File: src/design/cau_pkg.sv
// Package for the complex arithmetic unit.
// Holds the operation and status codes, the divider pipeline word type and helpers.
// No dependencies.
package cau_pkg;

   localparam int FRAC_BITS = 16;
   localparam int QUO_BITS  = 32;   // quotient bits produced by the divider pipe

   typedef enum logic [1:0] {
      OP_ADD = 2'd0,
      OP_SUB = 2'd1,
      OP_MUL = 2'd2,
      OP_DIV = 2'd3
   } op_type;

   typedef enum logic [1:0] {
      ST_OK  = 2'd0,
      ST_DZ  = 2'd1,
      ST_SAT = 2'd2,
      ST_RSV = 2'd3
   } status_type;

   // word moving through the divider steps; finished results ride along
   typedef struct packed {
      logic        vld;
      logic        is_div;
      logic        dz;
      logic        neg_re;
      logic        neg_im;
      logic        ovf_re;
      logic        ovf_im;
      logic [64:0] rem_re;
      logic [64:0] rem_im;
      logic [31:0] nl_re;
      logic [31:0] nl_im;
      logic [31:0] q_re;
      logic [31:0] q_im;
      logic [63:0] den;
      logic [31:0] res_re;
      logic [31:0] res_im;
      status_type  status;
   } div_word_type;

   // clamp a 65-bit signed value to 32 bits; bit 32 of the result flags a clamp
   function automatic logic [32:0] sat65(input logic signed [64:0] v);
      logic fits;
      fits = (&v[64:31]) | ~(|v[64:31]);
      if (fits)
         sat65 = {1'b0, v[31:0]};
      else if (v[64])
         sat65 = {1'b1, 32'h8000_0000};
      else
         sat65 = {1'b1, 32'h7FFF_FFFF};
   endfunction

   // sign a 32-bit quotient magnitude and clamp; bit 32 flags a clamp
   function automatic logic [32:0] sat_quo(input logic neg, input logic ovf,
                                           input logic [31:0] q);
      if (neg) begin
         if (ovf || q > 32'h8000_0000)
            sat_quo = {1'b1, 32'h8000_0000};
         else
            sat_quo = {1'b0, 32'(-q)};
      end else begin
         if (ovf || q[31])
            sat_quo = {1'b1, 32'h7FFF_FFFF};
         else
            sat_quo = {1'b0, q};
      end
   endfunction

endpackage

File: src/design/cau_div_step.sv
// One restoring-division step: one quotient bit for each of the real and imaginary parts.
// Depends on cau_pkg.
module cau_div_step (
   input  logic                  clock,
   input  logic                  reset,
   input  logic                  en,
   input  cau_pkg::div_word_type d_in,
   output cau_pkg::div_word_type d_ff
);
   import cau_pkg::*;

   logic [64:0]  sh_re, sh_im;
   logic         ge_re, ge_im;
   div_word_type d_in_nxt;

   always_comb begin
      sh_re = {d_in.rem_re[63:0], d_in.nl_re[31]};
      sh_im = {d_in.rem_im[63:0], d_in.nl_im[31]};
      ge_re = sh_re >= {1'b0, d_in.den};
      ge_im = sh_im >= {1'b0, d_in.den};
      d_in_nxt        = d_in;
      d_in_nxt.rem_re = ge_re ? sh_re - {1'b0, d_in.den} : sh_re;
      d_in_nxt.rem_im = ge_im ? sh_im - {1'b0, d_in.den} : sh_im;
      d_in_nxt.nl_re  = {d_in.nl_re[30:0], 1'b0};
      d_in_nxt.nl_im  = {d_in.nl_im[30:0], 1'b0};
      d_in_nxt.q_re   = {d_in.q_re[30:0], ge_re};
      d_in_nxt.q_im   = {d_in.q_im[30:0], ge_im};
   end

   always_ff @(posedge clock) begin
      if (reset) begin
         d_ff.vld <= 1'b0;
      end else if (en) begin
         d_ff.vld <= d_in_nxt.vld;
      end
      if (en) begin
         d_ff[$bits(div_word_type)-2:0] <= d_in_nxt[$bits(div_word_type)-2:0];
      end
   end

endmodule

File: config.mk
export PLATFORM = sky130hd
export DESIGN_NAME = cau_div_step
export DESIGN_NICKNAME = d
export VERILOG_FILES = /design/src/design/cau_pkg.sv /design/src/design/cau_div_step.sv
export SDC_FILE = /design/constraint.sdc
export NUM_CORES = 1
export LEC_CHECK = 0
export ABC_AREA = 1
export BUFFER_PORTS_ARGS = -buffer_cell sky130_fd_sc_hd__buf_2
export CORE_AREA = 2 2 312 314
export CTS_BUF_LIST = sky130_fd_sc_hd__clkbuf_8 sky130_fd_sc_hd__clkbuf_16
export DETAILED_ROUTE_END_ITERATION = 7
export DIE_AREA = 0 0 314 316
export GPL_ROUTABILITY_DRIVEN = 0
export SLEW_MARGIN = 10
export SYNTH_ARGS = -nofsm -noshare
export SYNTH_HDL_FRONTEND = slang
export SYNTH_SLANG_ARGS = --single-unit
File: constraint.sdc
create_clock -name clock -period 2.35 [get_ports clock]
set_clock_uncertainty 0.1 [all_clocks]
set_input_delay 0.1175 -clock clock [delete_from_list [all_inputs] [get_ports clock]]
set_output_delay 0.1175 -clock clock [all_outputs]
set_load 0.03 [all_outputs]
==> run metrics, run 1 <==
violated checks negative hold slack; Post-Place Worst Slack -604 ps; CP endpoint d_ff[375]; Sinks on Clock Net 393; synth warn 0; cell count after synthesis 3,623; Final ANT Viol Nets 0; global route overflow 0; RSZ-0062 raised after global routing yes; reg-to-reg setup timing slack 1050 ps; fin crit share 98.9%; initial antenna violation count 62; Worst R2R Path Depth 3; via count 30,600; P_leak 23.1 nW; Max VDD drop 0.000590 V; Die ar. 99,200 um2; share of cells above drive strength 1 30.5%; worst path arrival time 2720 ps; max reg flops 393; r2r endpoint d_ff[394]; vias in the first global route 30,000; CP endpoint kind register; Global Route Usage Sum 26.7%; 1st-iter DRT viols 1,910; chip height 316 um; Worst EP required 2750 ps; Max-slew headroom 65.4%; Initial Util 27.5%; max_cap viols 0; fin. max-slew vios 0; setup TNS 0 ps; Slew @ Worst Pin 518 ps; post-route cell area 42,900 um2; Yosys cell types 34; number of I/O port buffers 786; Setup WS post-layout 25.8 ps; routed length per instance 20.4 um; maximum clock path buffer count 3; fmax 430 MHz; Root Buffer Master clkbuf_16; pin count of the biggest net entering global routing 79; clock tree from TritonCTS done; Fin Hold WS -34.9 ps; Cell Area, Synth 26,400 um2; TritonCTS Buffers 49; DP HPWL 116 mm; CTS H-tree depth 2; Die Span X 314 um; drt pass-1 iters 6; largest register by flop count d_ff; DRC Markers 0; global-route wire length before repair 190 mm; Net count, final 5,963; Hold Crit Class input pin to register; I/O pins 793; Synth-to-Final Area Change 62.6%; drt total wl 138 mm; startpoint types input pin; status finished, violations left; Core ar. 96,000 um2; # setup viols final 0; synthesized area per cell 7.29 um2; CP Launch Point d_in[109]; FF+latch count, synth 393; post-place instance area 36,600 um2; final hold violations 1; post-synthesis sequential area ratio 44.7%; RR Startpoint d_ff[394]; critical path type input pin to register; pwr/cell area 597 nW/um2; crit path max fanout 18; Via-to-Cell Ratio 4.52; Cell Rows 114; final worst path period need 2320 ps; Clock Pin Slew Worst Setup and Hold Paths 60 ps; Clock Latency Late Sink 630 ps; largest registers d_ff: 393 flops
-- final cells by class --
cell class	instances	area [um2]
Inverter	772	2900
Clock inverter	41	427
Timing Repair Buffer	1820	13000
Multi-Input combinational cell	2399	11900
Fill cell	9591	53100
Tap cell	1276	1600
Clock buffer	49	1230
Sequential cell	393	11800
Antenna cell	24	60.1
-- routing by layer --
layer	vias to the layer above	part of all wire, %	GRT usage, %
met3	391	5.4	4.30
met5	-	0.0094	0
met2	1164	53	51.2
met1	14100	35	27.0
met4	2	6.6	15.8
li1	14900	-	-
-- per-stage QoR --
| stage | util [%] | hold WS, ps | power (mW) | cells |
|---|---|---|---|---|
| 2_1_floorplan | - | 89.9 | 13.2 | 3624 |
| 3_3_place_gp | 38.1 | 177 | 17.1 | 6259 |
| 3_5_place_dp | 38.1 | 176 | 17.1 | 6259 |
| 4_1_cts | 43.9 | -332 | 25.6 | 6741 |
| 5_1_grt | 44.7 | 2.01 | 26.8 | 6771 |
| 6_report | 44.7 | -34.9 | 25.6 | 6774 |
-- synth_stat cells, drive strengths merged --
cell type  count  share of area (%)
a21boi         2              0.057
and2           8               0.19
nor4          16               0.38
nor3          26               0.55
dfxtp          1              0.076
o21bai         2              0.057
and3           7               0.17
conb           1              0.014
mux2i          1              0.038
a21oi         96                1.8
nor2         213                3.2
inv          770                 11
xor2          60                2.0
or2            2              0.047
nand2       1553                 22
o21ai         12               0.23
xnor2          2              0.066
clkinv         2              0.028
nand3b         3              0.085
a21o           1              0.028
ha           128                6.1
buf           60                1.4
edfxtp       392                 45
nand4        144                3.4
fa             2               0.15
nand3        119                2.3
-- what timing repair did --
action / 4_1_cts / 5_1_grt
setup buffers: 0 / 3
setup endpoints to repair: 0 / 132
hold buffers: 392 / 3
hold endpoints to repair: 414 / 3
resized for setup: 0 / 148
-- cells in the final DEF, fill, tap and decap left out, types with 7 or more instances in the layout --
cell,n
a21oi_1,85
a21oi_2,11
and2_1,8
and3_1,7
buf_12,19
buf_2,783
buf_4,617
clkbuf_16,52
clkinv_1,11
diode_2,24
dlygate4sd3_1,395
edfxtp_1,392
ha_1,109
ha_4,16
inv_1,756
inv_2,19
nand2_1,1492
nand2_2,58
nand3_1,108
nand3_2,9
nand4_1,144
nor2_1,175
nor2_2,32
nor3_1,22
nor4_1,13
o21ai_0,10
xor2_1,60
-- cell families (layout without fill, tap and decap cells) --
logic type      after synthesis  count (layout)  synth area share [%]
compound gates              113             113                  2.19
xor+xnor                     62              62                  2.06
fa+ha+maj                   130             130                  6.22
buf+inv                     832            2682                  12.4
flops                       393             393                  44.7
mux                           1               1                0.0379
other cells                   1              26                0.0142
simple gates               2091            2091                  32.4
-- critical path, cell delays in order --
cell and delay (ps):
buf_2 90, inv_1 120, ha_1 420, buf_4 140
nand2_1 80, nor2_1 150, nand2_1 120, nor2_2 120
nand2_1 190, nor3_2 150, nand4_1 230, buf_4 240
nand3_4 170, clkbuf_16 240, nand2_1 70, nand2_1 60
-- worst min path at each step --
stage / start / endpoint / cells after the start
floorplan: reset / d_ff[394] / 1
global placement: reset / d_ff[394] / 2
detailed placement: reset / d_ff[394] / 2
CTS: d_in[225] / d_ff[258] / 3
global route: d_in[225] / d_ff[258] / 6
finish: d_in[225] / d_ff[258] / 6
-- where the power goes --
part	total (mW)	internal [mW]	leakage, nW	switching, mW
combinational	8.92	3.39	18.4	5.53
clock	7.85	4.52	0.818	3.33
sequential	8.88	8.60	3.84	0.277
No activity file was read; power rests on OpenSTA's default activity.
==> run 2, diff against run 1 <==
--- a/config.mk
+++ b/config.mk
@@ -7,10 +7,10 @@
 export LEC_CHECK = 0
 export ABC_AREA = 1
 export BUFFER_PORTS_ARGS = -buffer_cell sky130_fd_sc_hd__buf_2
-export CORE_AREA = 2 2 312 314
+export CORE_AREA = 2 2 307 309
 export CTS_BUF_LIST = sky130_fd_sc_hd__clkbuf_8 sky130_fd_sc_hd__clkbuf_16
 export DETAILED_ROUTE_END_ITERATION = 7
-export DIE_AREA = 0 0 314 316
+export DIE_AREA = 0 0 309 311
 export GPL_ROUTABILITY_DRIVEN = 0
 export SLEW_MARGIN = 10
 export SYNTH_ARGS = -nofsm -noshare
==> constraint.sdc (replaced) <==
create_clock -name clock -period 2.8 [get_ports clock]
set_clock_uncertainty 0.1 [all_clocks]
set_input_delay 0.14 -clock clock [delete_from_list [all_inputs] [get_ports clock]]
set_output_delay 0.14 -clock clock [all_outputs]
set_load 0.03 [all_outputs]
==> run 2 against run 1 <==
The run now ends clean. Clock-buffer cell count unchanged. Final cell count down 7.7%. Die area down 3.1%. Final area down 10%. Critical path depth up 4. Global-route usage up 0.13 points. Clock power down 20%. Critical path type unchanged. Highest routed layer unchanged.
==> run metrics, run 2 (synthesized netlist as in run 1, its figures left out) <==
largest registers d_ff: 393 flops (unchanged); final hold violations 0 (was 1); Worst EP required 3070 ps (was 2750 ps); status completed (was finished, violations left); Hold Crit Class input pin to register (unchanged); via count 28,900 (was 30,600); fmax 364 MHz; worst path arrival time 3020 ps (was 2720 ps); Clock Pin Slew Worst Setup and Hold Paths 60 ps (about the same); routed length per instance 21.3 um (was 20.4 um); number of I/O port buffers 786 (unchanged); Hold Path End d_ff[59] (was d_ff[258]); drt pass-1 iters 6 (unchanged); r2r endpoint d_ff[394] (unchanged); fin. max-slew vios 0 (unchanged); max_cap viols 0 (unchanged); Final ANT Viol Nets 0 (unchanged); 1st-iter DRT viols 2,369 (was 1,910); Max-slew headroom 59.2% (was 65.4%); reg-to-reg setup timing slack 1510 ps (was 1050 ps); commonest non-fill, non-tap cells in the layout nand2_1 (1,546), buf_2 (785), inv_1 (759) (was nand2_1 (1,492), buf_2 (783), inv_1 (756)); Worst Hold Depth 2 (was 6); chip height 311 um (was 316 um); Root Buffer Master clkbuf_16 (unchanged); crit path max fanout 31 (was 18); vias in the first global route 28,700 (was 30,000); Via-to-Cell Ratio 4.61 (was 4.52); Sinks on Clock Net 393 (unchanged); drt total wl 133 mm (was 138 mm); CP dominant cell by count nand2_1 (unchanged); commonest non-fill, non-tap cell in the layout nand2_1 (unchanged); Cell Rows 112 (was 114); I/O pins 793 (unchanged); Fin Hold WS 114 ps (was -34.9 ps); RR Startpoint d_ff[394] (unchanged); maximum clock path buffer count 3 (unchanged); Placed Cells incl. Taps 5,752 (was 6,259); max reg flops 393 (unchanged); Core ar. 92,800 um2 (was 96,000 um2); # setup viols final 0 (unchanged); fin crit share 98.1%; CP bufs+invs 7 (was 5); share of cells above drive strength 1 21.3% (was 30.5%); DP HPWL 111 mm (was 116 mm); Max VDD drop 0.000420 V (was 0.000590 V); HP Start d_in[59] (was d_in[225]); Synth-to-Final Area Change 45.8% (was 62.6%); TritonCTS Buffers 48 (was 49); crit-path cells dlygate4sd3_1, buf_2, inv_1, ha_1, nand2_1, inv_1, nand2_1, nand2_1, nand2_1, nand2_1, nand2_1, nand2_1, inv_1, nand2_1, nand2_2, nand3_4, buf_12, buf_4, nand2_1, nand2_1 (was buf_2, inv_1, ha_1, buf_4, nand2_1, nor2_1, nand2_1, nor2_2, nand2_1, nor3_2, nand4_1, buf_4, nand3_4, clkbuf_16, nand2_1, nand2_1); slowest cell on the critical path dlygate4sd3_1 (was ha_1); Clock Latency Late Sink 630 ps (about the same); global-route wire length before repair 185 mm (was 190 mm); pwr/cell area 527 nW/um2 (was 597 nW/um2); Final Non-Filler Cells 6,253 (was 6,774); clock tree from TritonCTS done (unchanged); Slew @ Worst Pin 611 ps (was 518 ps); pin count of the biggest net entering global routing 65 (was 79); CTS H-tree depth 2 (unchanged); Largest delay share family, worst path buffers and inverters (was simple AND/OR/NAND/NOR gates); DRC Markers 0 (unchanged); slowest stage delay, CP 570 ps (was 420 ps); RSZ-0062 raised after global routing no (was yes); Die ar. 96,100 um2 (was 99,200 um2); Initial Util 28.5% (was 27.5%); largest register by flop count d_ff (unchanged); startpoint types input pin (unchanged); P_leak 20.5 nW (was 23.1 nW); Global Route Usage Sum 26.8% (was 26.7%); Net count, final 5,471 (was 5,963); Worst R2R Path Depth 3 (unchanged); final worst path period need 2750 ps; initial antenna violation count 46 (was 62); post-route cell area 38,500 um2 (was 42,900 um2); CP endpoint kind register (unchanged); Die Span X 309 um (was 314 um); global route overflow 0 (unchanged); post-place instance area 32,900 um2 (was 36,600 um2); critical path type input pin to register (unchanged); post-route core utilization 41.5% (was 44.7%)
==> run 2: cell types whose count changed in the layout (fill, tap and decap cells not counted), moves of 15 or more <==
| cell | delta |
|---|---|
| buf_4 | -485 |
| nand2_1 | +54 |
| nand2_2 | -51 |
| nor2_1 | +24 |
| nor2_2 | -23 |
| ha_1 | +17 |
| ha_4 | -15 |
==> run 2: power breakdown <==
group	internal [mW]	switching (mW)	leakage, nW
Sequential	7.22	0.232	3.84
Clock	3.58	2.71	0.776
Combinational	2.12	4.44	15.9
==> run 2: final cells by class <==
class	instances	area, um2
inverter	772	2900
clock buffer	49	1230
timing repair buffer	1329	9210
fill	9545	54300
antenna	20	50.0
clock inverter	37	338
tap	1254	1570
sequential	393	11800
multi-input combinational	2399	11400
==> run 2: worst max-delay path by stage <==
stage	depth (start not counted)	endpoint	startpoint
2_1_floorplan	15	d_ff[262]	d_in[98]
3_3_place_gp	11	d_ff[288]	d_in[126]
3_5_place_dp	11	d_ff[258]	d_in[125]
4_1_cts	12	d_ff[288]	d_in[125]
5_1_grt	14	d_ff[326]	d_in[105]
6_report	20	d_ff[266]	d_in[85]
==> run 2: per-layer routing <==
layer	vias up	track usage, %	part of all wire, %
met3	413	5.75	7.0
li1	13900	-	-
met2	1240	48.6	50
met4	6	18.3	7.9
met5	-	0	0.031
met1	13300	27.3	35
==> run 2: repair_timing <==
action / 4_1_cts / 5_1_grt
hold buffers: 393 / 0
endpoints found under the setup margin: 0 / 115
setup buffers: 0 / 2
gates resized for setup: 0 / 20
hold endpoints to repair: 433 / 0
==> run 2: per-stage QoR <==
step | TNS (ps) | setup slack [ps] | total power [mW]
final | 0 | 52.8 | 20.3
after global routing | 0 | 0.284 | 21.2
after CTS | 0 | 97.0 | 20.4
after detailed placement | -93.1 | -25.2 | 13.5
after global placement | -70.0 | -28.4 | 13.5
after floorplan | 0 | 678 | 11.0
==> run 2: worst reg2reg max path, cell delays in order, from the launching register on <==
cell and delay [ps]:
dfxtp_1 340, mux2i_1 140, nor2_1 50, dlygate4sd3_1 550
==> run 3, diff against run 2 <==
--- a/config.mk
+++ b/config.mk
@@ -7,11 +7,14 @@
 export LEC_CHECK = 0
 export ABC_AREA = 1
 export BUFFER_PORTS_ARGS = -buffer_cell sky130_fd_sc_hd__buf_2
-export CORE_AREA = 2 2 307 309
+export CELL_PAD_IN_SITES_DETAIL_PLACEMENT = 0
+export CELL_PAD_IN_SITES_GLOBAL_PLACEMENT = 1
+export CORE_AREA = 2 2 310 312
 export CTS_BUF_LIST = sky130_fd_sc_hd__clkbuf_8 sky130_fd_sc_hd__clkbuf_16
 export DETAILED_ROUTE_END_ITERATION = 7
-export DIE_AREA = 0 0 309 311
+export DIE_AREA = 0 0 312 314
 export GPL_ROUTABILITY_DRIVEN = 0
+export PLACE_DENSITY_LB_ADDON = 0.1
 export SLEW_MARGIN = 10
 export SYNTH_ARGS = -nofsm -noshare
 export SYNTH_HDL_FRONTEND = slang
==> run 3 against run 2 <==
Final cell count rose by 4.3%. First-iteration DRC count decreased by 34%. Clock-buffer cell count decreased by 1. Final area rose by 6.6%. Maximum frequency grew 0.63%. Largest power group unchanged.
==> run metrics, run 3 (synthesized netlist as in run 1, its figures left out) <==
startpoint types input pin (unchanged); Setup WS post-layout 69.9 ps (was 52.8 ps); fin crit share 97.5% (was 98.1%); share of cells above drive strength 1 26.8% (was 21.3%); Cell Rows 113 (was 112); vias in the first global route 28,800 (was 28,700); number of I/O port buffers 786 (unchanged); Fin Hold WS 88.2 ps (was 114 ps); Multi-input gate area 11,800 um2 (was 11,400 um2); Synth-to-Final Area Change 55.4% (was 45.8%); Global Route Usage Sum 25.2% (was 26.8%); routed length per instance 19.5 um (was 21.3 um); Via-to-Cell Ratio 4.34 (was 4.61); Initial Util 27.9% (was 28.5%); Max VDD drop 0.000374 V (was 0.000420 V); P_leak 21.9 nW (was 20.5 nW); status completed (unchanged); Final ANT Viol Nets 0 (unchanged); largest registers d_ff: 393 flops (unchanged); worst path arrival time 3000 ps (was 3020 ps); commonest non-fill, non-tap cells in the layout nand2_1 (1,531), buf_2 (779), inv_1 (748) (was nand2_1 (1,546), buf_2 (785), inv_1 (759)); Post-Place Worst Slack -170 ps (was -25.2 ps); pin count of the biggest net entering global routing 59 (was 65); DP HPWL 107 mm (was 111 mm); Clock Pin Slew Worst Setup and Hold Paths 60 ps (about the same); CTS H-tree depth 2 (unchanged); Worst EP required 3070 ps (about the same); critical path type input pin to register (unchanged); fmax 366 MHz (was 364 MHz); largest register by flop count d_ff (unchanged); Power, Total 20.5 mW (was 20.3 mW); pwr/cell area 501 nW/um2 (was 527 nW/um2); Final Non-Filler Cells 6,522 (was 6,253); via count 28,300 (was 28,900); post-route cell area 41,000 um2 (was 38,500 um2); TritonCTS Buffers 48 (unchanged); RSZ-0062 raised after global routing yes (was no); Sinks on Clock Net 393 (unchanged); Net count, final 5,746 (was 5,471); I/O pins 793 (unchanged); clock tree from TritonCTS done (unchanged); initial antenna violation count 8 (was 46); post-place instance area 34,900 um2 (was 32,900 um2); Root Buffer Master clkbuf_16 (unchanged); Die ar. 98,000 um2 (was 96,100 um2); global route overflow 0 (unchanged); register area 11,800 um2 (unchanged); Slew @ Worst Pin 654 ps (was 611 ps); Filler cells 9,935 (was 9,545); chip height 314 um (was 311 um); Die Span X 312 um (was 309 um); maximum clock path buffer count 3 (unchanged); Clock Latency Late Sink 590 ps (was 630 ps); final worst path period need 2730 ps (was 2750 ps); 1st-iter DRT viols 1,572 (was 2,369); CP endpoint kind register (unchanged); max reg flops 393 (unchanged); max_cap viols 0 (unchanged); commonest non-fill, non-tap cell in the layout nand2_1 (unchanged); Max-slew headroom 56.4% (was 59.2%); drt total wl 127 mm (was 133 mm); drt pass-1 iters 7 (was 6); global-route wire length before repair 182 mm (was 185 mm); DRC Markers 0 (unchanged); fin. max-slew vios 0 (unchanged); Core ar. 94,400 um2 (was 92,800 um2); final hold violations 0 (unchanged); Placed Cells incl. Taps 6,032 (was 5,752); # setup viols final 0 (unchanged); crit path max fanout 14 (was 31); Hold Crit Class input pin to register (unchanged)
==> run 3: cell types whose count changed in the layout (fill, tap and decap cells not counted), moves of 9 or more <==
cell,before,now
buf_12,15,24
nor2_1,199,180
ha_1,126,106
clkinvlp_4,5,16
diode_2,20,5
nor2_2,9,26
ha_4,1,19
inv_1,759,748
nand2_1,1546,1531
nand2_2,7,20
buf_4,132,404
==> run 3: worst paths after layout <==
| kind | endpoint | from | slack [ps] | depth (start not counted) |
|---|---|---|---|---|
| worst max-delay path | d_ff[275] | d_in[121] | 70 | 16 |
| worst max register to register | d_ff[394] | d_ff[394] | 1560 | 3 |
| worst min-delay path | d_ff[387] | d_in[386] | 90 | 5 |
| worst min register to register | d_ff[394] | d_ff[394] | 940 | 3 |
==> run 3: routing by layer <==
layer | vias up | part of all wire, % | GRT usage, %
met1 | 13000 | 42 | 30.5
li1 | 14500 | - | -
met2 | 689 | 51 | 46.8
met4 | 2 | 2.7 | 6.79
met3 | 136 | 3.9 | 3.04
met5 | - | 0.010 | 0
==> run 3: layout make-up <==
type                    instances  area share [%]
flip-flops and latches        393            28.7
inverters                     772            7.15
multi-input cells            2399            28.7
clock inverters                36           0.781
well taps                    1265            3.86
clock buffers                  48            2.93
repair buffers               1604            27.8
diodes                          5          0.0305
==> run 3: power by group <==
group	internal (mW)	leakage (nW)	switching (mW)
clock	3.51	0.752	2.61
sequential	7.21	3.84	0.175
combinational	2.53	17.3	4.50
total	13.3	21.9	7.28
==> run 3: per-stage QoR <==
stage	util [%]	setup TNS [ps]
after floorplan	-	0
after CTS	42.8	0
after global placement	37.0	-11500
final	43.4	0
after detailed placement	37.0	-9330
after global routing	43.4	-174
==> run 3: repair_timing <==
action / 4_1_cts / 5_1_grt
hold endpoints to repair: 431 / 0
hold buffers: 392 / 0
buffers inserted: 0 / 9
gates resized for setup: 0 / 101
endpoints found under the setup margin: 0 / 130
==> run 3: worst max-delay path, stage by stage <==
cell and delay, ps:
dlygate4sd3_1 550, buf_2 130, inv_1 200, ha_1 370
nand2_2 140, inv_1 60, a21oi_1 180, a21boi_2 220
o21ai_0 90, buf_4 150, nor2_4 120, nand3_2 160
buf_12 190, buf_4 150, nand2_1 60, nand2_1 50
